===== src/sv/fprx_pkg.sv =====
// ----------------------------------------------------------------------------
// fprx_pkg
// Shared types, register indexes and the CRC-16 lookup table for the
// framed packet receiver.
// ----------------------------------------------------------------------------
package fprx_pkg;

    // register indexes on the configuration port
    localparam int CFG_INDEX_W = 2;
    localparam logic [CFG_INDEX_W-1:0] REG_SYNC_FIRST  = 2'd0;
    localparam logic [CFG_INDEX_W-1:0] REG_SYNC_SECOND = 2'd1;
    localparam logic [CFG_INDEX_W-1:0] REG_MAX_LENGTH  = 2'd2;

    localparam logic [7:0]  SYNC_FIRST_RST  = 8'h55;
    localparam logic [7:0]  SYNC_SECOND_RST = 8'hAA;
    localparam logic [15:0] MAX_LENGTH_RST  = 16'hFFFF;

    localparam logic [15:0] CRC_POLY = 16'h1021;
    localparam logic [15:0] CRC_INIT = 16'h0000;

    // result kinds carried on tuser
    localparam logic KIND_PAYLOAD = 1'b0;
    localparam logic KIND_VERDICT = 1'b1;

    localparam int OUT_DATA_W = 64;

    typedef logic [255:0][15:0] crc_table_t;

    // msb-first crc table, built at elaboration
    function automatic crc_table_t crc_table_gen();
        crc_table_t tbl;
        logic [15:0] c;
        for (int i = 0; i < 256; i++)
        begin
            c = {i[7:0], 8'h00};
            for (int k = 0; k < 8; k++)
            begin
                if (c[15])
                    c = {c[14:0], 1'b0} ^ CRC_POLY;
                else
                    c = {c[14:0], 1'b0};
            end
            tbl[i] = c;
        end
        return tbl;
    endfunction

    localparam crc_table_t CRC_TABLE = crc_table_gen();

    // control from the frame sequencer to the crc unit
    typedef struct packed {
        logic update;   // fold the byte into the crc
        logic restart;  // start again from the initial value
    } crc_ctrl_t;

    typedef enum logic [8:0] {
        PH_SYNC1 = 9'b000000001,
        PH_SYNC2 = 9'b000000010,
        PH_DEV   = 9'b000000100,
        PH_MSG   = 9'b000001000,
        PH_LENL  = 9'b000010000,
        PH_LENH  = 9'b000100000,
        PH_DATA  = 9'b001000000,
        PH_CRCL  = 9'b010000000,
        PH_CRCH  = 9'b100000000
    } phase_t;

endpackage


===== src/sv/framed_packet_receiver_crc16_top.sv =====
// ----------------------------------------------------------------------------
// framed_packet_receiver_crc16_top
// Sync-word deframer: header capture, payload pass-through with index and a
// CRC-16 verdict word at the end of each frame.
//
//   channel   dir  signals                          content
//   s_axis    in   tvalid tready tdata[7:0]         rx_byte
//   m_axis    out  tvalid tready tdata[63:0] tuser  payload/verdict word
//   cfg       in   cfg_we cfg_index cfg_data        sync bytes, length limit
//
// one received word per cycle; each word is decoded in the cycle it is taken
// and its result sits in the output register the cycle after
// the output register is a pipeline stage: a new word is taken whenever it is
// empty or being drained in the same cycle
// a stalled result blocks input only while the output register is full
// reset (rst_n, async) returns to sync hunting with registers at defaults
// ----------------------------------------------------------------------------
module framed_packet_receiver_crc16_top
    import fprx_pkg::*;
(
    input  logic                   clk,
    input  logic                   rst_n,
    input  logic                   s_axis_tvalid,
    output logic                   s_axis_tready,
    input  logic [7:0]             s_axis_tdata,   // [7:0] rx_byte
    output logic                   m_axis_tvalid,
    input  logic                   m_axis_tready,
    // [7:0] payload_byte, [23:8] byte_index, [31:24] device_id,
    // [39:32] message_id, [55:40] frame_length, [56] crc_ok, rest zero
    output logic [OUT_DATA_W-1:0]  m_axis_tdata,
    output logic                   m_axis_tuser,   // [0] kind
    input  logic                   cfg_we,
    input  logic [CFG_INDEX_W-1:0] cfg_index,
    input  logic [15:0]            cfg_data
);

    logic [7:0]  sync_first_reg;
    logic [7:0]  sync_second_reg;
    logic [15:0] max_length_reg;

    phase_t      phase_reg, phase_next;
    logic [7:0]  dev_reg, dev_next;
    logic [7:0]  msg_reg, msg_next;
    logic [15:0] len_reg, len_next;
    logic [15:0] count_reg, count_next;
    logic [7:0]  crc_low_reg, crc_low_next;

    logic        out_valid_reg, out_valid_next;
    logic        out_kind_reg, out_kind_next;
    logic [7:0]  out_byte_reg, out_byte_next;
    logic [15:0] out_index_reg, out_index_next;
    logic [7:0]  out_dev_reg, out_dev_next;
    logic [7:0]  out_msg_reg, out_msg_next;
    logic [15:0] out_len_reg, out_len_next;
    logic        out_ok_reg, out_ok_next;

    logic        in_acc;
    logic        emit;
    logic [7:0]  b;
    logic [15:0] crc;
    logic [15:0] count_inc;
    crc_ctrl_t   crc_ctrl;

    assign b             = s_axis_tdata;
    assign s_axis_tready = !out_valid_reg || m_axis_tready;
    assign in_acc        = s_axis_tvalid && s_axis_tready;
    assign count_inc     = count_reg + 16'd1;

    fprx_crc16 u_crc
    (
        .clk   (clk),
        .rst_n (rst_n),
        .ctrl  (crc_ctrl),
        .data  (b),
        .crc   (crc)
    );

    // configuration
    always_ff @(posedge clk or negedge rst_n)
    begin
        if (!rst_n)
        begin
            sync_first_reg  <= SYNC_FIRST_RST;
            sync_second_reg <= SYNC_SECOND_RST;
            max_length_reg  <= MAX_LENGTH_RST;
        end
        else if (cfg_we)
        begin
            case (cfg_index)
                REG_SYNC_FIRST:  sync_first_reg  <= cfg_data[7:0];
                REG_SYNC_SECOND: sync_second_reg <= cfg_data[7:0];
                REG_MAX_LENGTH:  max_length_reg  <= cfg_data;
                default:         ;
            endcase
        end
    end

    // frame sequencer
    always_comb
    begin
        phase_next       = phase_reg;
        dev_next         = dev_reg;
        msg_next         = msg_reg;
        len_next         = len_reg;
        count_next       = count_reg;
        crc_low_next     = crc_low_reg;
        crc_ctrl.update  = 1'b0;
        crc_ctrl.restart = 1'b0;
        emit             = 1'b0;
        out_kind_next    = KIND_PAYLOAD;
        out_byte_next    = 8'h00;
        out_index_next   = 16'h0000;
        out_ok_next      = 1'b0;

        if (in_acc)
        begin
            case (phase_reg)
                PH_SYNC2:
                    phase_next = (b == sync_second_reg) ? PH_DEV : PH_SYNC1;
                PH_DEV:
                begin
                    dev_next         = b;
                    crc_ctrl.update  = 1'b1;
                    crc_ctrl.restart = 1'b1;
                    phase_next       = PH_MSG;
                end
                PH_MSG:
                begin
                    msg_next        = b;
                    crc_ctrl.update = 1'b1;
                    phase_next      = PH_LENL;
                end
                PH_LENL:
                begin
                    len_next        = {8'h00, b};
                    crc_ctrl.update = 1'b1;
                    phase_next      = PH_LENH;
                end
                PH_LENH:
                begin
                    len_next        = {b, len_reg[7:0]};
                    crc_ctrl.update = 1'b1;
                    count_next      = 16'h0000;
                    if (len_next > max_length_reg)
                        phase_next = PH_SYNC1;
                    else if (len_next == 16'h0000)
                        phase_next = PH_CRCL;   // empty frame, no payload words
                    else
                        phase_next = PH_DATA;
                end
                PH_DATA:
                begin
                    crc_ctrl.update = 1'b1;
                    emit            = 1'b1;
                    out_byte_next   = b;
                    out_index_next  = count_reg;
                    count_next      = count_inc;
                    if (count_inc == len_reg)
                        phase_next = PH_CRCL;
                end
                PH_CRCL:
                begin
                    crc_low_next = b;
                    phase_next   = PH_CRCH;
                end
                PH_CRCH:
                begin
                    emit          = 1'b1;
                    out_kind_next = KIND_VERDICT;
                    out_ok_next   = ({b, crc_low_reg} == crc);
                    phase_next    = PH_SYNC1;
                end
                default:
                    phase_next = (b == sync_first_reg) ? PH_SYNC2 : PH_SYNC1;
            endcase
        end

        out_dev_next = dev_reg;
        out_msg_next = msg_reg;
        out_len_next = len_reg;

        if (emit)
            out_valid_next = 1'b1;
        else if (m_axis_tready)
            out_valid_next = 1'b0;
        else
            out_valid_next = out_valid_reg;
    end

    always_ff @(posedge clk or negedge rst_n)
    begin
        if (!rst_n)
        begin
            phase_reg     <= PH_SYNC1;
            dev_reg       <= 8'h00;
            msg_reg       <= 8'h00;
            len_reg       <= 16'h0000;
            count_reg     <= 16'h0000;
            crc_low_reg   <= 8'h00;
            out_valid_reg <= 1'b0;
        end
        else
        begin
            phase_reg     <= phase_next;
            dev_reg       <= dev_next;
            msg_reg       <= msg_next;
            len_reg       <= len_next;
            count_reg     <= count_next;
            crc_low_reg   <= crc_low_next;
            out_valid_reg <= out_valid_next;
        end
    end

    // result word, loaded only when a new result is produced
    always_ff @(posedge clk)
    begin
        if (emit)
        begin
            out_kind_reg  <= out_kind_next;
            out_byte_reg  <= out_byte_next;
            out_index_reg <= out_index_next;
            out_dev_reg   <= out_dev_next;
            out_msg_reg   <= out_msg_next;
            out_len_reg   <= out_len_next;
            out_ok_reg    <= out_ok_next;
        end
    end

    assign m_axis_tvalid = out_valid_reg;
    assign m_axis_tuser  = out_kind_reg;
    assign m_axis_tdata  = {7'h00, out_ok_reg, out_len_reg, out_msg_reg, out_dev_reg,
                            out_index_reg, out_byte_reg};

    // a payload word always yields a payload result
    a_payload_result: assert property (@(posedge clk) disable iff (!rst_n)
        in_acc && phase_reg == PH_DATA |=> out_valid_reg && out_kind_reg == KIND_PAYLOAD)
        else $error("payload word did not produce a payload result");

    // the high crc word always yields a verdict
    a_verdict_result: assert property (@(posedge clk) disable iff (!rst_n)
        in_acc && phase_reg == PH_CRCH |=> out_valid_reg && out_kind_reg == KIND_VERDICT)
        else $error("crc word did not produce a verdict");

    // payload index never reaches the declared length
    a_count_bound: assert property (@(posedge clk) disable iff (!rst_n)
        phase_reg == PH_DATA |-> count_reg < len_reg)
        else $error("payload count ran past frame length");

    // input only held off while a result waits
    a_ready_hold: assert property (@(posedge clk) disable iff (!rst_n)
        !s_axis_tready |-> out_valid_reg)
        else $error("input stalled with empty output register");

endmodule


===== src/sv/fprx_crc16.sv =====
// ----------------------------------------------------------------------------
// fprx_crc16
// Running CRC-16 (poly 0x1021, msb first), one byte per cycle while update is set, by table lookup.
// ----------------------------------------------------------------------------
module fprx_crc16
    import fprx_pkg::*;
(
    input  logic        clk,
    input  logic        rst_n,
    input  crc_ctrl_t   ctrl,
    input  logic [7:0]  data,
    output logic [15:0] crc
);

    logic [15:0] crc_reg;
    logic [15:0] crc_next;
    logic [15:0] crc_base;

    always_comb
    begin
        crc_base = ctrl.restart ? CRC_INIT : crc_reg;
        crc_next = {crc_base[7:0], 8'h00} ^ CRC_TABLE[crc_base[15:8] ^ data];
    end

    always_ff @(posedge clk or negedge rst_n)
    begin
        if (!rst_n)
            crc_reg <= CRC_INIT;
        else if (ctrl.update)
            crc_reg <= crc_next;
    end

    assign crc = crc_reg;

endmodule


===== config.mk =====
export PLATFORM = sky130hd
export DESIGN_NAME = framed_packet_receiver_crc16_top
export DESIGN_NICKNAME = d
export VERILOG_FILES = /design/src/sv/fprx_pkg.sv /design/src/sv/framed_packet_receiver_crc16_top.sv /design/src/sv/fprx_crc16.sv
export SDC_FILE = /design/constraint.sdc
export NUM_CORES = 1
export LEC_CHECK = 0
export ABC_AREA = 0
export BUFFER_PORTS_ARGS = -buffer_cell sky130_fd_sc_hd__buf_4
export CORE_MARGIN = 2
export CORE_UTILIZATION = 25
export DETAILED_ROUTE_END_ITERATION = 8
export PLACE_DENSITY_LB_ADDON = 0.3
export SKIP_LAST_GASP = 1
export SLEW_MARGIN = 20
export SYNTH_ARGS = -nofsm -noshare
export SYNTH_HDL_FRONTEND = slang
export SYNTH_SLANG_ARGS = --single-unit

===== constraint.sdc =====
create_clock -name clk -period 4.25 [get_ports clk]
set_input_delay 0.85 -clock clk [delete_from_list [all_inputs] [get_ports clk]]
set_output_delay 0.85 -clock clk [all_outputs]
set_load 0.03 [all_outputs]

== Word level (Yosys, flattened, before mapping) ==
Memory sizes are Yosys's and may differ from the RTL's.
Index checks and enable logic that the tools add are counted.
Widths: inputs -> output; s select.
Word-level totals
  flip-flop bits (word level): 172
  ROM bits: 4096
  input port bits: 31
  memories kept: 1
Cells by class
  add/sub/neg operators: 1
  order comparisons: 2
  equality and inequality tests: 15
  mux-type cells: 18
  bitwise logic cells: 3
  reduce and logical (&&, ||, !) cells: 22
Memory list
  (no name shown): depth 256, bits a word 16, rd ports 1, clocked after Yosys merged registers in 0, wr ports 0, RTL line fprx_crc16.sv:22  | crc_next = {crc_base[7:0], 8'h00} ^ CRC_TABLE[crc_base[15:8] ^ data];
Operators by type and width (count)
  $pmux 9 s8: 1
  $pmux 16 s2: 2
  $eq 16x16->1: 2
  $mux 16: 2
  $reduce_and 2->1: 11
  $add 16x1->16 const B: 1
  $eq 8x8->1: 2
  $gt 16x16->1: 1
  $logic_not 16->1: 1
  $mux 8: 2
  $xor 16x16->16: 1
  $eq 9x2->1 const B: 1
  $eq 9x3->1 const B: 1
  $eq 9x4->1 const B: 1
  $eq 9x5->1 const B: 1
  $eq 9x6->1 const B: 1
  $eq 9x7->1 const B: 1
  $eq 9x8->1 const B: 1
  $eq 9x9->1 const B: 1
  $lt 8x9->1 const B: 1
  $mux 9: 1
  $xor 8x8->8: 1
  $mux 1: 7
  $reduce_bool 2->1: 3
  13 further kinds: 14

== Longest topological paths before layout ==
  depth after elaboration: 9
  mapped depth: 11
  gate-level depth less buffers: 9

== Modules after synthesis ==
Synthesis repeated with hierarchy kept, for this count alone.
Second synthesis, totals
  cell total of the unflattened synthesis: 690
  area total of the unflattened synthesis: 8424.3 µm²
Modules (own cells, without submodules)
  framed_packet_receiver_crc16_top: times used 1, cells each 592, area each 7359.6 µm², seq. area each 4225.3 µm²
  fprx_crc16: times used 1, cells each 98, area each 1064.8 µm², seq. area each 400.4 µm²

== Worst setup path before layout ==
Ideal clock, no wire load.
  kind: input-to-reg
  from: in m_axis_tready
  to: reg out_kind_reg, in the netlist m_axis_tuser, enable pin
  library setup time: 0.652 ns
  arrival: 3.213 ns
  required time: 3.598 ns
  setup slack: 0.384 ns
  stages on the path: 6
  cells stage by stage: nand2b_1 > nand2_1 > or2_2 > clkbuf_1 > buf_1 > nand2_1
On the way
  longest elaborated chain between the ends: 3
RTL lines
  start: declaration: RTL line framed_packet_receiver_crc16_top.sv:27  | input logic m_axis_tready,
  $logic_or 1x1->1: RTL line framed_packet_receiver_crc16_top.sv:65  | assign s_axis_tready = !out_valid_reg || m_axis_tready;
  $logic_and 1x1->1: RTL line framed_packet_receiver_crc16_top.sv:66  | assign in_acc = s_axis_tvalid && s_axis_tready;
  $mux 1: RTL line framed_packet_receiver_crc16_top.sv:115  | if (in_acc)
  named net emit: RTL line framed_packet_receiver_crc16_top.sv:58  | logic emit;
  end signal: assignment: RTL line framed_packet_receiver_crc16_top.sv:219  | out_kind_reg <= out_kind_next;
  end: declaration: RTL line framed_packet_receiver_crc16_top.sv:49  | logic out_kind_reg, out_kind_next;
The timed path passes the listed nets, and every way through them passes these cells.
A chain may end at the register's enable or synchronous reset.

== Worst setup path in the final report ==
  from: reg count_reg[0]
  to: reg phase_reg[2]
On the way
  longest elaborated chain between the ends: 4
RTL lines
  start: declaration: RTL line framed_packet_receiver_crc16_top.sv:45  | logic [15:0] count_reg, count_next;
  start signal: assignment: RTL line framed_packet_receiver_crc16_top.sv:208  | count_reg <= count_next;
  $add 16x1->16: RTL line framed_packet_receiver_crc16_top.sv:67  | assign count_inc = count_reg + 16'd1;
  $eq 16x16->1: RTL line framed_packet_receiver_crc16_top.sv:158  | if (count_inc == len_reg)
  $ne 2x2->1 (no line)
  $reduce_and 2->1 (no line)
  end signal: assignment: RTL line framed_packet_receiver_crc16_top.sv:204  | phase_reg <= phase_next;
  end: declaration: RTL line framed_packet_receiver_crc16_top.sv:41  | phase_t phase_reg, phase_next;
No other way between the ends.

==> run_results.csv <==
group,metric,value,unit
floorplan,initial_core_util,0.253,
global_route,grt.total_usage,0.120,
run_status,status,"complete, no violations",
power,comb_power_share,0.115,
clock_tree,clock-sinks,172,
yosys,synthArstFlopShare,0.663,
worst_hold_path,hold_class,"reg -> reg",
global_route,grt_max_degree,75,
power,p_switching,0.00106,W
yosys,ys_seq_area_frac,0.548,
clock_tree,post_cts_buffers,0,
sta,slew_headroom,0.385,
clock_tree,numCtsBuffers,17,
global_route,gr-total-overflow,0,
yosys,yosysMostFrequentCell,"dfrtp_1",
yosys,synth_area_per_cell,11.6,µm²
run,drv_cap,0,
critical_path,cp_data_required_time,4580,ps
critical_path,crit_fanout,9,
sta,tightestPinTransition,920,ps
routing,ant_nets,0,
yosys,synth.area.top_cells,"dfrtp_1, edfxtp_1, dfstp_2, mux2_2, xnor2_1",
sta,max_freq,316,MHz
floorplan,core,33400,µm²
yosys,yosys.area.top_type_share,0.264,
yosys,synth_ff_type,"dfrtp_1",
power,power_density,388,nW/µm²
placement,preCtsSetupSlack,983,ps
routing,vias,5530,
floorplan,row_count,67,
sta,setup_viol,0,
global_route,antenna_found_initial,0,
sta,final.period_utilization,0.744,
sta,min_period,3160,ps
yosys,ys_warn_count,0,
clock_tree,clockRootBuffer,"clkbuf_16",
power,intPower,0.00287,W
final_layout,num_antenna_cells,0,
clock_tree,h-tree-depth,4,
global_route,grt_pass1_vias,5618,
clock_tree,cts_tree,"done",
critical_path,endpoint_kind,"flip-flop",
global_route,grt_pass1_wl,32.5,mm
yosys,yosysTopAreaCell,"dfrtp_1",
power,p_total,0.00392,W
power,swShare,0.269,
power,ir_drop,0.295,mV
yosys,synth-seq-cells,172,
clock_tree,cts.path.max_buffers,2,
routing,drt_pass1_iterations,4,
power,p_leak,4.20,nW
sta,finalHoldViolations,0,
critical_path,crit_path_start_kind,"flip-flop",
critical_path,worstSetupPathType,"reg -> reg",
floorplan,die_area,35200,µm²
power,clock_power_share,0.391,
yosys,synth-edff-count,58,
yosys,syn-cell-area,8440,µm²
sta,setup_tns,0,ps
clock_tree,postCtsHoldBufs,0,
sta,holdWs,448,ps
floorplan,dieWidth,188,µm
placement,port_buffers,90,
final_layout,fin_nets,847,
sta,setup_slack,1090,ps
critical_path,arrival,3490,ps
yosys,synth_cell_types,63,
yosys,synthCells,725,
routing,drcViolationCount,0,
yosys,synth_common_cells,"dfrtp_1, nand2_1, edfxtp_1",
floorplan,num_io_pins,98,
sta,rsz0062_at_grt,"no",
final_layout,layout-drive-gt1-share,0.284,
final_layout,area_growth,19.7,%
placement,routabilityCongestion,0.808,
sta,slew_violations,0,
routing,wl_per_cell,16.2,µm
routing,drt_iter0_markers,349,
clock_tree,cts.repair.resized,0,
power,power_frac_seq,0.494,
floorplan,die_height,188,µm
clock_tree,path_clk_slew,70,ps
sta,skew,14.4,ps
clock_tree,insertion_delay,450,ps
placement,hpwlAfterDp,13.8,mm
routing,routed_via_density,4.39,
routing,wirelength,20.4,mm
final_layout,nFillCells,3445,
## critical path, stage by stage, from the launching register on
cell and delay, ps:
dfrtp_1 490, ha_1 380, nand3_4 170, or3_1 390, a2111oi_0 360, nor4b_2 250
o2111ai_1 280, o31ai_4 410, mux2_4 330
## cells by family after synthesis
logic type / share of synthesized area
AOI/OAI and AO/OA: 0.0790
xor gates and xnor gates: 0.0903
adders and majority gates: 0.0252
buffers and inverters: 0.0375
DFF: 0.548
muxes: 0.0863
other: 0.000444
and+or+nand+nor: 0.133
## metal layers
metal	GRT usage	wire [µm]
met1	0.168	10000
met2	0.183	9030
met4	0.0339	255
met5	0	0
met3	0.0313	1020
## stage by stage
stage | std cells | cell area (µm²) | util
2_1_floorplan | 731 | 8460 | -
4_1_cts | 1260 | 10100 | 0.303
5_1_grt | 1260 | 10100 | 0.303
6_report | 1260 | 10100 | 0.303
3_5_place_dp | 1228 | 9520 | 0.285
3_3_place_gp | 1228 | 9520 | 0.285
## cell usage in the layout (no fill, tap or decap), types with 7 or more instances in the layout
| cell type | n |
|---|---|
| edfxtp_1 | 58 |
| nor2_1 | 33 |
| a21oi_1 | 19 |
| ha_1 | 17 |
| a22o_1 | 9 |
| nor4_1 | 14 |
| nand3_1 | 14 |
| dfstp_2 | 25 |
| mux2_2 | 56 |
| inv_1 | 20 |
| xor2_1 | 41 |
| and2_1 | 26 |
| xnor2_1 | 46 |
| nand4_1 | 15 |
| conb_1 | 7 |
| buf_4 | 95 |
| nand2_1 | 73 |
| o21ai_0 | 41 |
| clkbuf_16 | 18 |
| a21o_1 | 7 |
| nor3_1 | 7 |
| dfrtp_1 | 89 |
## final cells by class
cell class / count / area, µm² / share of cell area
well taps: 448 / 561 / 0.0555
multi-input cells: 491 / 3520 / 0.348
clock buffers: 18 / 450 / 0.0446
inverters: 20 / 75.1 / 0.00743
flip-flops and latches: 172 / 4630 / 0.458
repair buffers: 97 / 744 / 0.0737
clock inverters: 14 / 126 / 0.0125
## worst paths after layout
check	from	cells after the start	to	slack, ps
hold reg to reg	msg_reg[2]	0	out_msg_reg[2]	450
max in group asynchronous	rst_n	2	phase_reg[0]	3070
setup reg to reg	count_reg[0]	8	phase_reg[2]	1090
min in group asynchronous	rst_n	1	sync_first_reg[3]	470
hold / removal	msg_reg[2]	0	out_msg_reg[2]	450
setup / recovery	count_reg[0]	8	phase_reg[2]	1090
## power groups by stage
stage          registers (W)  clock network [W]  logic, W
2_1_floorplan        0.00195                  0  0.000318
3_3_place_gp         0.00197                  0  0.000445
3_5_place_dp         0.00197                  0  0.000453
4_1_cts              0.00194            0.00158  0.000457
5_1_grt              0.00196            0.00165  0.000502
6_report             0.00194            0.00153  0.000450
(Power assumes the default switching activity.)
